`config.mk`:
```
export PLATFORM = sky130hd
export DESIGN_NAME = mfde_ctrl
export DESIGN_NICKNAME = d
export VERILOG_FILES = /design/src/hw/rtl/mfde_pkg.sv /design/src/hw/rtl/mfde_ctrl.sv
export SDC_FILE = /design/constraint.sdc
export NUM_CORES = 1
export LEC_CHECK = 0
export BUFFER_PORTS_ARGS = -buffer_cell sky130_fd_sc_hd__buf_4
export CAP_MARGIN = 5
export CORE_AREA = 2 2 39 41
export DETAILED_ROUTE_END_ITERATION = 10
export DIE_AREA = 0 0 41 43
export GPL_ROUTABILITY_DRIVEN = 0
export GPL_TIMING_DRIVEN = 1
export PLACE_DENSITY = 0.56
export SYNTH_ARGS = -nofsm -noshare
export SYNTH_HDL_FRONTEND = slang
export SYNTH_SLANG_ARGS = --single-unit
```
`constraint.sdc`:
```
create_clock -name clk -period 1.6 [get_ports clk]
set_clock_uncertainty 0.05 [all_clocks]
set_input_delay 0.24 -clock clk [delete_from_list [all_inputs] [get_ports clk]]
set_output_delay 0.24 -clock clk [all_outputs]
set_load 0.02 [all_outputs]
```
`src/hw/rtl/mfde_pkg.sv`:
```
// Shared types, constants and the glyph font for the frame buffer draw engine.
// No dependencies.
package mfde_pkg;

    localparam int DISP_WIDTH  = 128;
    localparam int DISP_PAGES  = 8;
    localparam int GLYPH_COLS  = 6;
    localparam int ROWS        = DISP_PAGES * 8;
    localparam int STORE_BYTES = DISP_WIDTH * DISP_PAGES;
    localparam int ADDR_W      = $clog2(STORE_BYTES);
    localparam int PAGE_W      = $clog2(DISP_PAGES);
    localparam int COL_W       = $clog2(DISP_WIDTH);
    localparam logic [7:0] FIRST_CODE = 8'd32;
    localparam logic [7:0] LAST_CODE  = 8'd126;

    typedef enum logic [2:0] {
        FN_CLEAR  = 3'd0,
        FN_PIXEL  = 3'd1,
        FN_GLYPH  = 3'd2,
        FN_HLINE  = 3'd3,
        FN_VLINE  = 3'd4,
        FN_RECT   = 3'd5,
        FN_FILL   = 3'd6,
        FN_READ   = 3'd7
    } func_t;

    typedef enum logic [2:0] {
        ST_IDLE,
        ST_PLOT_RD,
        ST_PLOT_WR,
        ST_BYTE_WR,
        ST_READ,
        ST_DONE
    } state_t;

    // controller -> datapath
    typedef struct packed {
        logic load;       // capture command
        logic seg_init;   // set up walk of next segment
        logic plot_rd;    // issue read of current plot byte, advance
        logic plot_wr;    // write modified plot byte
        logic byte_wr;    // write whole byte (clear / glyph), advance
        logic rd_issue;   // issue read for read command
        logic finish;     // present result
    } dp_cmd_t;

    // datapath -> controller
    typedef struct packed {
        logic last;       // current walk step is the final one
        logic seg_last;   // current segment is the final one
        logic empty;      // current segment has nothing to do
        logic byte_mode;  // command writes whole bytes
        logic is_read;
    } dp_stat_t;

    // Glyph column bytes, 95 codes by 6 columns, code 32 first
    function automatic logic [7:0] glyph_col(input logic [6:0] sel, input logic [2:0] k);
        logic [47:0] g;
        case (sel)
            7'd0:  g = 48'h000000000000; 7'd1:  g = 48'h00005F000000;
            7'd2:  g = 48'h000700070000; 7'd3:  g = 48'h147F147F1400;
            7'd4:  g = 48'h242A7F2A1200; 7'd5:  g = 48'h231308646200;
            7'd6:  g = 48'h364956205000; 7'd7:  g = 48'h000807030000;
            7'd8:  g = 48'h001C22410000; 7'd9:  g = 48'h0041221C0000;
            7'd10: g = 48'h2A1C7F1C2A00; 7'd11: g = 48'h08083E080800;
            7'd12: g = 48'h008070300000; 7'd13: g = 48'h080808080800;
            7'd14: g = 48'h000060600000; 7'd15: g = 48'h201008040200;
            7'd16: g = 48'h3E5149453E00; 7'd17: g = 48'h00427F400000;
            7'd18: g = 48'h724949494600; 7'd19: g = 48'h2141494D3300;
            7'd20: g = 48'h1814127F1000; 7'd21: g = 48'h274545453900;
            7'd22: g = 48'h3C4A49493100; 7'd23: g = 48'h412111090700;
            7'd24: g = 48'h364949493600; 7'd25: g = 48'h464949291E00;
            7'd26: g = 48'h000014000000; 7'd27: g = 48'h004034000000;
            7'd28: g = 48'h000814224100; 7'd29: g = 48'h141414141400;
            7'd30: g = 48'h004122140800; 7'd31: g = 48'h020159090600;
            7'd32: g = 48'h3E415D594E00; 7'd33: g = 48'h7C1211127C00;
            7'd34: g = 48'h7F4949493600; 7'd35: g = 48'h3E4141412200;
            7'd36: g = 48'h7F4141413E00; 7'd37: g = 48'h7F4949494100;
            7'd38: g = 48'h7F0909090100; 7'd39: g = 48'h3E4149497A00;
            7'd40: g = 48'h7F0808087F00; 7'd41: g = 48'h00417F410000;
            7'd42: g = 48'h2040413F0100; 7'd43: g = 48'h7F0814224100;
            7'd44: g = 48'h7F4040404000; 7'd45: g = 48'h7F021C027F00;
            7'd46: g = 48'h7F0408107F00; 7'd47: g = 48'h3E4141413E00;
            7'd48: g = 48'h7F0909090600; 7'd49: g = 48'h3E4151215E00;
            7'd50: g = 48'h7F0919294600; 7'd51: g = 48'h264949493200;
            7'd52: g = 48'h03017F010300; 7'd53: g = 48'h3F4040403F00;
            7'd54: g = 48'h1F2040201F00; 7'd55: g = 48'h3F4038403F00;
            7'd56: g = 48'h631408146300; 7'd57: g = 48'h030478040300;
            7'd58: g = 48'h6159494D4300; 7'd59: g = 48'h007F41414100;
            7'd60: g = 48'h020408102000; 7'd61: g = 48'h004141417F00;
            7'd62: g = 48'h040201020400; 7'd63: g = 48'h404040404000;
            7'd64: g = 48'h000307080000; 7'd65: g = 48'h205454784000;
            7'd66: g = 48'h7F2844443800; 7'd67: g = 48'h384444442800;
            7'd68: g = 48'h384444287F00; 7'd69: g = 48'h385454541800;
            7'd70: g = 48'h00087E090200; 7'd71: g = 48'h18A4A49C7800;
            7'd72: g = 48'h7F0804047800; 7'd73: g = 48'h00447D400000;
            7'd74: g = 48'h2040403D0000; 7'd75: g = 48'h7F1028440000;
            7'd76: g = 48'h00417F400000; 7'd77: g = 48'h7C0478047800;
            7'd78: g = 48'h7C0804047800; 7'd79: g = 48'h384444443800;
            7'd80: g = 48'hFC1824241800; 7'd81: g = 48'h18242418FC00;
            7'd82: g = 48'h7C0804040800; 7'd83: g = 48'h485454542400;
            7'd84: g = 48'h04043F442400; 7'd85: g = 48'h3C4040207C00;
            7'd86: g = 48'h1C2040201C00; 7'd87: g = 48'h3C4030403C00;
            7'd88: g = 48'h442810284400; 7'd89: g = 48'h4C9090907C00;
            7'd90: g = 48'h4464544C4400; 7'd91: g = 48'h000836410000;
            7'd92: g = 48'h000077000000; 7'd93: g = 48'h004136080000;
            7'd94: g = 48'h020102040200;
            default: g = 48'h000000000000;
        endcase
        case (k)
            3'd0:    glyph_col = g[47:40];
            3'd1:    glyph_col = g[39:32];
            3'd2:    glyph_col = g[31:24];
            3'd3:    glyph_col = g[23:16];
            3'd4:    glyph_col = g[15:8];
            3'd5:    glyph_col = g[7:0];
            default: glyph_col = 8'h00;
        endcase
    endfunction

endpackage

```
`src/hw/rtl/mfde_ctrl.sv`:
```
// Command sequencer for the frame buffer draw engine.
// Depends on mfde_pkg.
module mfde_ctrl
    import mfde_pkg::*;
(
    input  logic     clk,
    input  logic     rst_n,
    input  logic     start,
    input  logic     clr_busy,
    output logic     busy,
    input  dp_stat_t stat,
    output dp_cmd_t  cmd
);

    state_t state_reg, state_next;

    always_ff @(posedge clk or negedge rst_n)
    begin
        if (!rst_n)
            state_reg <= ST_IDLE;
        else
            state_reg <= state_next;
    end

    // Next state
    always_comb
    begin
        state_next = state_reg;
        case (state_reg)
            ST_IDLE:
            begin
                if (start && !clr_busy)
                    state_next = ST_BYTE_WR;
            end
            ST_BYTE_WR:
            begin
                // start of each segment: dispatch; whole-byte commands stay here per byte
                if (stat.is_read)
                    state_next = ST_READ;
                else if (stat.byte_mode)
                    state_next = (stat.empty || stat.last) ? ST_DONE : ST_BYTE_WR;
                else if (stat.empty)
                    state_next = stat.seg_last ? ST_DONE : ST_BYTE_WR;
                else
                    state_next = ST_PLOT_WR;
            end
            ST_PLOT_RD: state_next = ST_PLOT_WR;
            ST_PLOT_WR:
            begin
                if (!stat.last)
                    state_next = ST_PLOT_RD;
                else if (stat.seg_last)
                    state_next = ST_DONE;
                else
                    state_next = ST_BYTE_WR;
            end
            ST_READ:    state_next = ST_DONE;
            ST_DONE:    state_next = ST_IDLE;
            default:    state_next = ST_IDLE;
        endcase
    end

    // Outputs
    always_comb
    begin
        cmd      = '0;
        busy     = (state_reg != ST_IDLE) || clr_busy;
        case (state_reg)
            ST_IDLE:    cmd.load = start && !clr_busy;
            ST_BYTE_WR:
            begin
                if (stat.is_read)
                    cmd.rd_issue = 1'b1;
                else if (stat.byte_mode)
                    cmd.byte_wr = !stat.empty;
                else if (stat.empty)
                    cmd.seg_init = 1'b1;
                else
                    cmd.plot_rd = 1'b1;
            end
            ST_PLOT_RD: cmd.plot_rd = 1'b1;
            ST_PLOT_WR:
            begin
                cmd.plot_wr  = 1'b1;
                cmd.seg_init = stat.last && !stat.seg_last;
            end
            ST_READ, ST_DONE: ;
            default:    cmd = '0;
        endcase
        // present the result word on the cycle after the final step
        cmd.finish = (state_next == ST_DONE);
    end

endmodule

```
After elaboration in Yosys (flattened, before gate mapping)
Cells that the tools add are included.
- flip-flop bits (word level): 3
- latch bits: 0
- RAM bits: 0
- memory bits (read-only): 0
- bits of input ports: 9
- output and inout bits: 8
- memories: 0
- add/sub/neg operators: 0
- $mul: 0
- divide/modulo/power cells: 0
- order comparisons: 0
- equal/unequal tests: 5
- shifts and indexed selects: 0
- muxes and demuxes: 20
- bitwise gates (word level): 0
- reduce and logical (&&, ||, !) cells: 9
- operators with widths (operator ; count):
    3-bit two-way mux ; 7
    3-bit case mux with 5 select lines ; 1
    1-bit two-way mux ; 7
    3-bit by 2-bit equality test with 1-bit output (second input constant) ; 2
    3-bit equality test (second input constant) ; 2
    2-bit two-way mux ; 3
    1-bit case mux with 2 select lines ; 2
    3-bit by 1-bit equality test with 1-bit output (second input constant) ; 1
    1-bit logical NOT ; 3
    3-bit logical NOT ; 1
    3-bit nonzero test ; 1
    1-bit logical AND ; 2
    1-bit logical OR ; 2

Logic depth before layout (Yosys ltp)
Gate-level depths: netlist (run 1).
- depth after elaboration: 6
- depth in mapped cells: 4

Worst setup path after synthesis (run 1)
OpenSTA, ideal clock, no wires.
- path kind: register -> output
- start point: register state_reg[2]
- end point: output port cmd[0] (netlist bit)
- arrival: 1325 ps
- setup slack: -15 ps
- cell stages (with the launch flop): 4
- path through: dfrtp_1 -> and3b_2 -> a311oi_2 -> a211oi_1
- RTL lines (element ; line ; RTL):
    start: declaration ; mfde_ctrl.sv:15 ; state_t state_reg, state_next;
    start signal: assignment ; mfde_ctrl.sv:22 ; state_reg <= state_next;
    end: declaration ; mfde_ctrl.sv:12 ; output dp_cmd_t cmd

==> flow_summary_export.csv, run 1 <==
group,metric,value,unit
logic_synthesis,async_flop_share,100,%
power_and_ir_drop,power,0.000934,W
sta,period_share,107,%
floorplan,die-area,0.00176,mm^2
grt,top_usage_layer,"met2",
cells_and_area,nets,77,
cells_and_area,fillers,148,
cells_and_area,largest_reg_flops,3,
floorplan,rows,14,
floorplan,start_util,23.2,%
logic_synthesis,ys_warn_count,0,
cells_and_area,diodes,0,
worst_setup_path,critPathArrivalTime,1420,ps
drt,wl_per_cell,10.4,um
power_and_ir_drop,max-vdd-ir-drop,0.836,mV
logic_synthesis,synth_top_area_share,23.3,%
worst_setup_path,crit_start,"state_reg[0]",
grt,grt_max_degree,7,
floorplan,ios,17,
sta,finalMaxSlewViolations,0,
worst_setup_path,end_kind,"output pin",
worst_setup_path,reg2reg_from,"state_reg[1]",
grt,use_met1,16.5,%
worst_setup_path,worst_path_max_delay_cell,"or4_4",
drt,ant_nets,0,
placement,place_hpwl,652,um
drt,avgViaCountPerCell,4.61,
worst_setup_path,worstRegToRegCells,4,
clocking,cts_tree,"built",
sta,maxSlewHeadroom,80.5,%
clocking,clk_latency,230,ps
power_and_ir_drop,leakagePower,0.285,nW
logic_synthesis,synth_top_area_cell,"dfrtp_1",
sta,hold_viol,0,
drt,routed_wl,862,um
cells_and_area,layout.cells.non_filler,83,
placement,io_buffers,16,
power_and_ir_drop,switchingPower,0.000381,W
grt,antenna_found_initial,0,
clocking,htreeDepth,1,
sta,grt_setup_unrepaired,"yes",
logic_synthesis,synth-seq-cells,3,
worst_setup_path,crit_chain,"or4_4 > nor2_4 > buf_6",
run,drv_cap,0,
cells_and_area,fin_util,42.7,%
cells_and_area,drive_gt1_share,59.7,%
floorplan,die_x,41,um
power_and_ir_drop,powerDensity,1580,mW/mm^2
sta,setup_viol,6,
logic_synthesis,yosys-top-cells-count,"nor2_1, dfrtp_1, inv_1",
grt,grt_pass1_vias,356,
drt,dr.pass1.iters,4,
cells_and_area,area_growth,83.7,%
logic_synthesis,syn_area,322,um^2
hold_path,hold_path.class,"input pin to asynchronous set/reset pin",
drt,drc,0,
logic_synthesis,syn_area_per_cell,8.25,um^2
clocking,cts_buffers,3,
sta,tns,-359,ps
clocking,cts.path.max_buffers,2,
placement,dp.cells,74,
clocking,clk_pin_slew,30,ps
clocking,cts_num_sinks,3,
power_and_ir_drop,p_clk_share,13.7,%
drt,vias,383,
clocking,cts_root_buffer,"clkbuf_4",
sta,fmaxAchievable,0.586,GHz
sta,hold-worst-slack,304,ps
worst_setup_path,cp.required,1310,ps
sta,fin_crit,1710,ps
logic_synthesis,synthesis.nets,48,
worst_setup_path,worst_setup_path_start_kind,"flip-flop",
cells_and_area,ff_latch_area,76.3,um^2
floorplan,die_h,43,um
sta,setup_slack,-108,ps
power_and_ir_drop,combPwrFrac,68.7,%
worst_setup_path,cp_slowest_stage_delay,540,ps
logic_synthesis,synth_edf_count,0,
logic_synthesis,synth_cell_types,24,
run_status,status,"finished, violations left",
floorplan,coreArea,0.00138,mm^2
logic_synthesis,ys_top_cells_by_area,"dfrtp_1, nor2_1, a211oi_1",
cells_and_area,multi_input_area,240,um^2
worst_setup_path,cp_max_fo,5,
grt,track_usage,12.5,%
power_and_ir_drop,switching_share,40.8,%
logic_synthesis,synthCells,39,
drt,drt_iter0_markers,6,
power_and_ir_drop,seq_power_share,17.6,%
logic_synthesis,ys_seq_area_share,23.3,%
worst_setup_path,path_class,"flip-flop to output pin",
grt,grt_use_met2,17.8,%
run_status,violations,"negative setup slack",
sta,worst_pin_slew,290,ps
grt,globalRouteOverflowTotal,0,
logic_synthesis,synth.most_common_cell,"nor2_1",
grt,grt_pass1_wl,1500,um
power_and_ir_drop,p_int,0.000553,W
logic_synthesis,ys.flop_type,"dfrtp_1",
grt,use_met3,2.09,%
==> worst max-delay path: cells and delay by family, from the launching register on <==
| family | cells | cell delay [ps] |
|---|---|---|
| and+or+nand+nor | 2 | 640 |
| DFF | 1 | 430 |
| buffers and inverters | 1 | 120 |
==> final timing paths <==
check                      slack, ps            to
setup / recovery                -110        cmd[6]
hold / removal                   300  state_reg[1]
setup reg to reg                 270  state_reg[2]
hold reg to reg                  540  state_reg[1]
max in group asynchronous       1090  state_reg[0]
min in group clk                 310  state_reg[1]
==> through the flow <==
| step | worst slack [ps] | cell area (um^2) |
|---|---|---|
| 2_1_floorplan | 14.6 | 327 |
| 3_3_place_gp | 22.1 | 489 |
| 3_5_place_dp | 15.0 | 489 |
| 4_1_cts | -97.2 | 549 |
| 5_1_grt | -155 | 591 |
| 6_report | -108 | 591 |
==> cell families after synthesis <==
family          synth area share, %
simple gates                   42.8
compound gates                 25.7
buf+inv                        8.17
flops                          23.3
==> layout by cell type, fill, tap and decap left out, drive strengths merged <==
master,count
nor2,8
and3b,2
and4b,1
a211oi,2
inv,3
buf,25
a21oi,2
a311oi,2
clkbuf,4
dlygate4sd3,1
o21bai,1
nand2,1
a211o,1
nor3b,2
and3,2
dfrtp,3
o31a,1
and2,2
or4,1
and2b,1
o31ai,1
or3,1
==> metal layers <==
| metal | wire [um] | up-vias |
|---|---|---|
| met5 | 0 | - |
| met4 | 0 | 0 |
| met3 | 38 | 0 |
| met2 | 434 | 8 |
| met1 | 389 | 175 |
| li1 | - | 200 |
==> area by class of cell <==
cell class	instances	area share [%]
Clock buffer	4	4.45
Inverter	3	1.91
Multi-Input combinational cell	31	40.7
Sequential cell	3	12.9
Tap cell	16	3.39
Timing Repair Buffer	26	36.7
==> timing repair <==
action	in CTS	in global routing
pin swaps	6	4
endpoints found under the hold margin	3	0
resized for setup	2	7
hold buffers	1	0
setup buffers	2	2
setup endpoints to repair	3	4
==> power groups by stage <==
stage | clock (W) | sequential [W] | combinational, W
2_1_floorplan | 0 | 0.000134 | 0.000373
3_3_place_gp | 0 | 0.000164 | 0.000534
3_5_place_dp | 0 | 0.000162 | 0.000532
4_1_cts | 0.000135 | 0.000157 | 0.000583
5_1_grt | 0.000141 | 0.000170 | 0.000696
6_report | 0.000128 | 0.000165 | 0.000642
No activity file was read; power rests on OpenSTA's default activity.
==> inputs of run 2 (changes only) <==
Settings changed: ABC_AREA set to 1, PLACE_DENSITY 0.56 to 0.55.
Clock period 1.6 ns to 1.7 ns, I/O delays scaled along.
==> flow_summary_export.csv, run 2 <==
group,metric,value,unit
floorplan,coreArea,0.00138,mm^2
logic_synthesis,synth_cell_types,18,
floorplan,die_h,43,um
drt,vias,381,
logic_synthesis,synth_top_area_share,24.7,%
cells_and_area,diodes,0,
logic_synthesis,synthesis.nets,59,
clocking,clk_pin_slew,40,ps
clocking,cts.path.max_buffers,2,
clocking,clk_latency,230,ps
power_and_ir_drop,p_clk_share,15.0,%
grt,grt_use_met2,11.9,%
floorplan,ios,17,
grt,use_met1,11.7,%
logic_synthesis,synth.most_common_cell,"nand2_1",
worst_setup_path,worst_setup_path_start_kind,"flip-flop",
sta,period_share,97.1,%
sta,hold-worst-slack,301,ps
sta,worst_pin_slew,210,ps
grt,globalRouteOverflowTotal,0,
cells_and_area,nets,85,
power_and_ir_drop,switching_share,44.9,%
clocking,cts_root_buffer,"clkbuf_4",
drt,drc,0,
logic_synthesis,syn_area_per_cell,6.08,um^2
cells_and_area,largest_reg_flops,3,
run,drv_cap,0,
logic_synthesis,ys.flop_type,"dfrtp_1",
power_and_ir_drop,combPwrFrac,65.4,%
sta,fin_crit,1650,ps
placement,dp_slack,299,ps
run_status,status,"finished clean",
drt,avgViaCountPerCell,4.19,
cells_and_area,fillers,152,
power_and_ir_drop,switchingPower,0.000369,W
floorplan,rows,14,
grt,top_usage_layer,"met2",
placement,place_hpwl,585,um
power_and_ir_drop,max-vdd-ir-drop,0.663,mV
clocking,cts_tree,"built",
drt,dr.pass1.iters,4,
cells_and_area,final_common_cell,"buf_4",
sta,fmaxAchievable,0.606,GHz
logic_synthesis,async_flop_share,100,%
worst_setup_path,critPathArrivalTime,1350,ps
logic_synthesis,ys_seq_area_share,24.7,%
worst_setup_path,end_kind,"output pin",
power_and_ir_drop,powerDensity,1550,mW/mm^2
floorplan,die-area,0.00176,mm^2
logic_synthesis,yosys-top-cells-count,"nand2_1, inv_1, nand3_1",
sta,hold_viol,0,
floorplan,die_x,41,um
power_and_ir_drop,leakagePower,0.300,nW
logic_synthesis,synthCells,50,
cells_and_area,ff_latch_area,76.3,um^2
drt,wl_per_cell,8.73,um
sta,setup_slack,48.7,ps
sta,setup_viol,0,
grt,antenna_found_initial,0,
worst_setup_path,path_class,"flip-flop to output pin",
cells_and_area,multi_input_area,200,um^2
cells_and_area,layout_common_cells,"buf_4, nand2_1, inv_1",
sta,maxSlewHeadroom,86.0,%
power_and_ir_drop,seq_power_share,19.6,%
grt,use_met3,1.57,%
logic_synthesis,synth_edf_count,0,
grt,grt_pass1_wl,1040,um
drt,routed_wl,794,um
floorplan,start_util,22.0,%
sta,grt_setup_unrepaired,"yes",
clocking,cts_num_sinks,3,
hold_path,hold_path.class,"input pin to asynchronous set/reset pin",
grt,grt_pass1_vias,284,
grt,track_usage,8.65,%
worst_setup_path,cp.required,1390,ps
placement,io_buffers,16,
cells_and_area,drive_gt1_share,49.3,%
drt,ant_nets,0,
sta,finalMaxSlewViolations,0,
cells_and_area,area_growth,74.9,%
logic_synthesis,ys_warn_count,0,
drt,drt_iter0_markers,6,
power_and_ir_drop,p_int,0.000453,W
logic_synthesis,ys_top_cells_by_area,"dfrtp_1, nand2_1, inv_1",
worst_setup_path,cp_max_fo,5,
clocking,cts_buffers,3,
logic_synthesis,synth-seq-cells,3,
logic_synthesis,synth_top_area_cell,"dfrtp_1",
clocking,htreeDepth,1,
logic_synthesis,syn_area,304,um^2
grt,grt_max_degree,7,
==> run 2: cell types whose count changed in the layout (fill, tap and decap cells not counted), sizes merged, moves of 3 or more <==
cell and change:
nand2 +16, nand3 +5, nor2 -3, buf -5, inv +8
==> run 2: path summary, 6_finish.rpt <==
path,from,end,cells past startpoint,slack [ps]
setup / recovery,state_reg[2],cmd[0],7,50
hold / removal,rst_n,state_reg[2],2,300
setup reg to reg,state_reg[2],state_reg[0],5,590
hold reg to reg,state_reg[0],state_reg[1],2,590
max in group asynchronous,rst_n,state_reg[0],2,1200
min in group clk,stat[4],state_reg[1],3,330
==> run 2: metal layers <==
layer	part of all wire, %	wire length (um)
met5	0	0
met1	47	371
met2	46	363
met3	7.4	59
met4	0	0
==> run 2: what timing repair did <==
action | CTS | global route
hold endpoints to repair | 3 | 0
hold buffers | 1 | 0
endpoints found under the setup margin | 0 | 3
resized for setup | 0 | 8
buffers inserted | 0 | 4
==> run 2: through the flow <==
stage               cells  total power, W  instance area [um^2]  setup TNS [ps]  utilization (%)
floorplan              50        0.000435                   304               0                -
global placement       82        0.000575                   444               0             32.1
detailed placement     82        0.000575                   444               0             32.1
CTS                    87        0.000709                   480               0             34.7
global route           91        0.000883                   532           -25.5             38.4
finish                 91        0.000823                   532               0             38.4
==> run 2: power by group through the flow <==
stage | logic (W) | clock network, W | registers, W
final | 0.000538 | 0.000124 | 0.000161
after floorplan | 0.000293 | 0 | 0.000142
after detailed placement | 0.000424 | 0 | 0.000151
after global routing | 0.000582 | 0.000134 | 0.000166
after CTS | 0.000427 | 0.000132 | 0.000150
after global placement | 0.000424 | 0 | 0.000151
==> run 2: final cells by class <==
type	count	share of cell area, %
multi-input cells	36	37.6
flip-flops and latches	3	14.4
repair buffers	21	31.5
inverters	11	7.76
clock buffers	4	4.94
well taps	16	3.76
==> run 2: logic make-up (layout without fill, tap and decap cells) <==
family                 after synthesis  after routing  synth area share [%]
flip-flops                           3              3                  24.7
AO/OA/AOI/OAI                        5              5                  9.87
buffers and inverters               11             36                  13.6
AND/OR/NAND/NOR                     31             31                  51.9
==> run 2: worst max-delay path, stage by stage (launching register included) <==
cell and delay, ps:
dfrtp_1 390, inv_2 130, buf_6 110, nand4_1 140, nand3_2 120, nand2_1 60, inv_2 50, buf_6 100
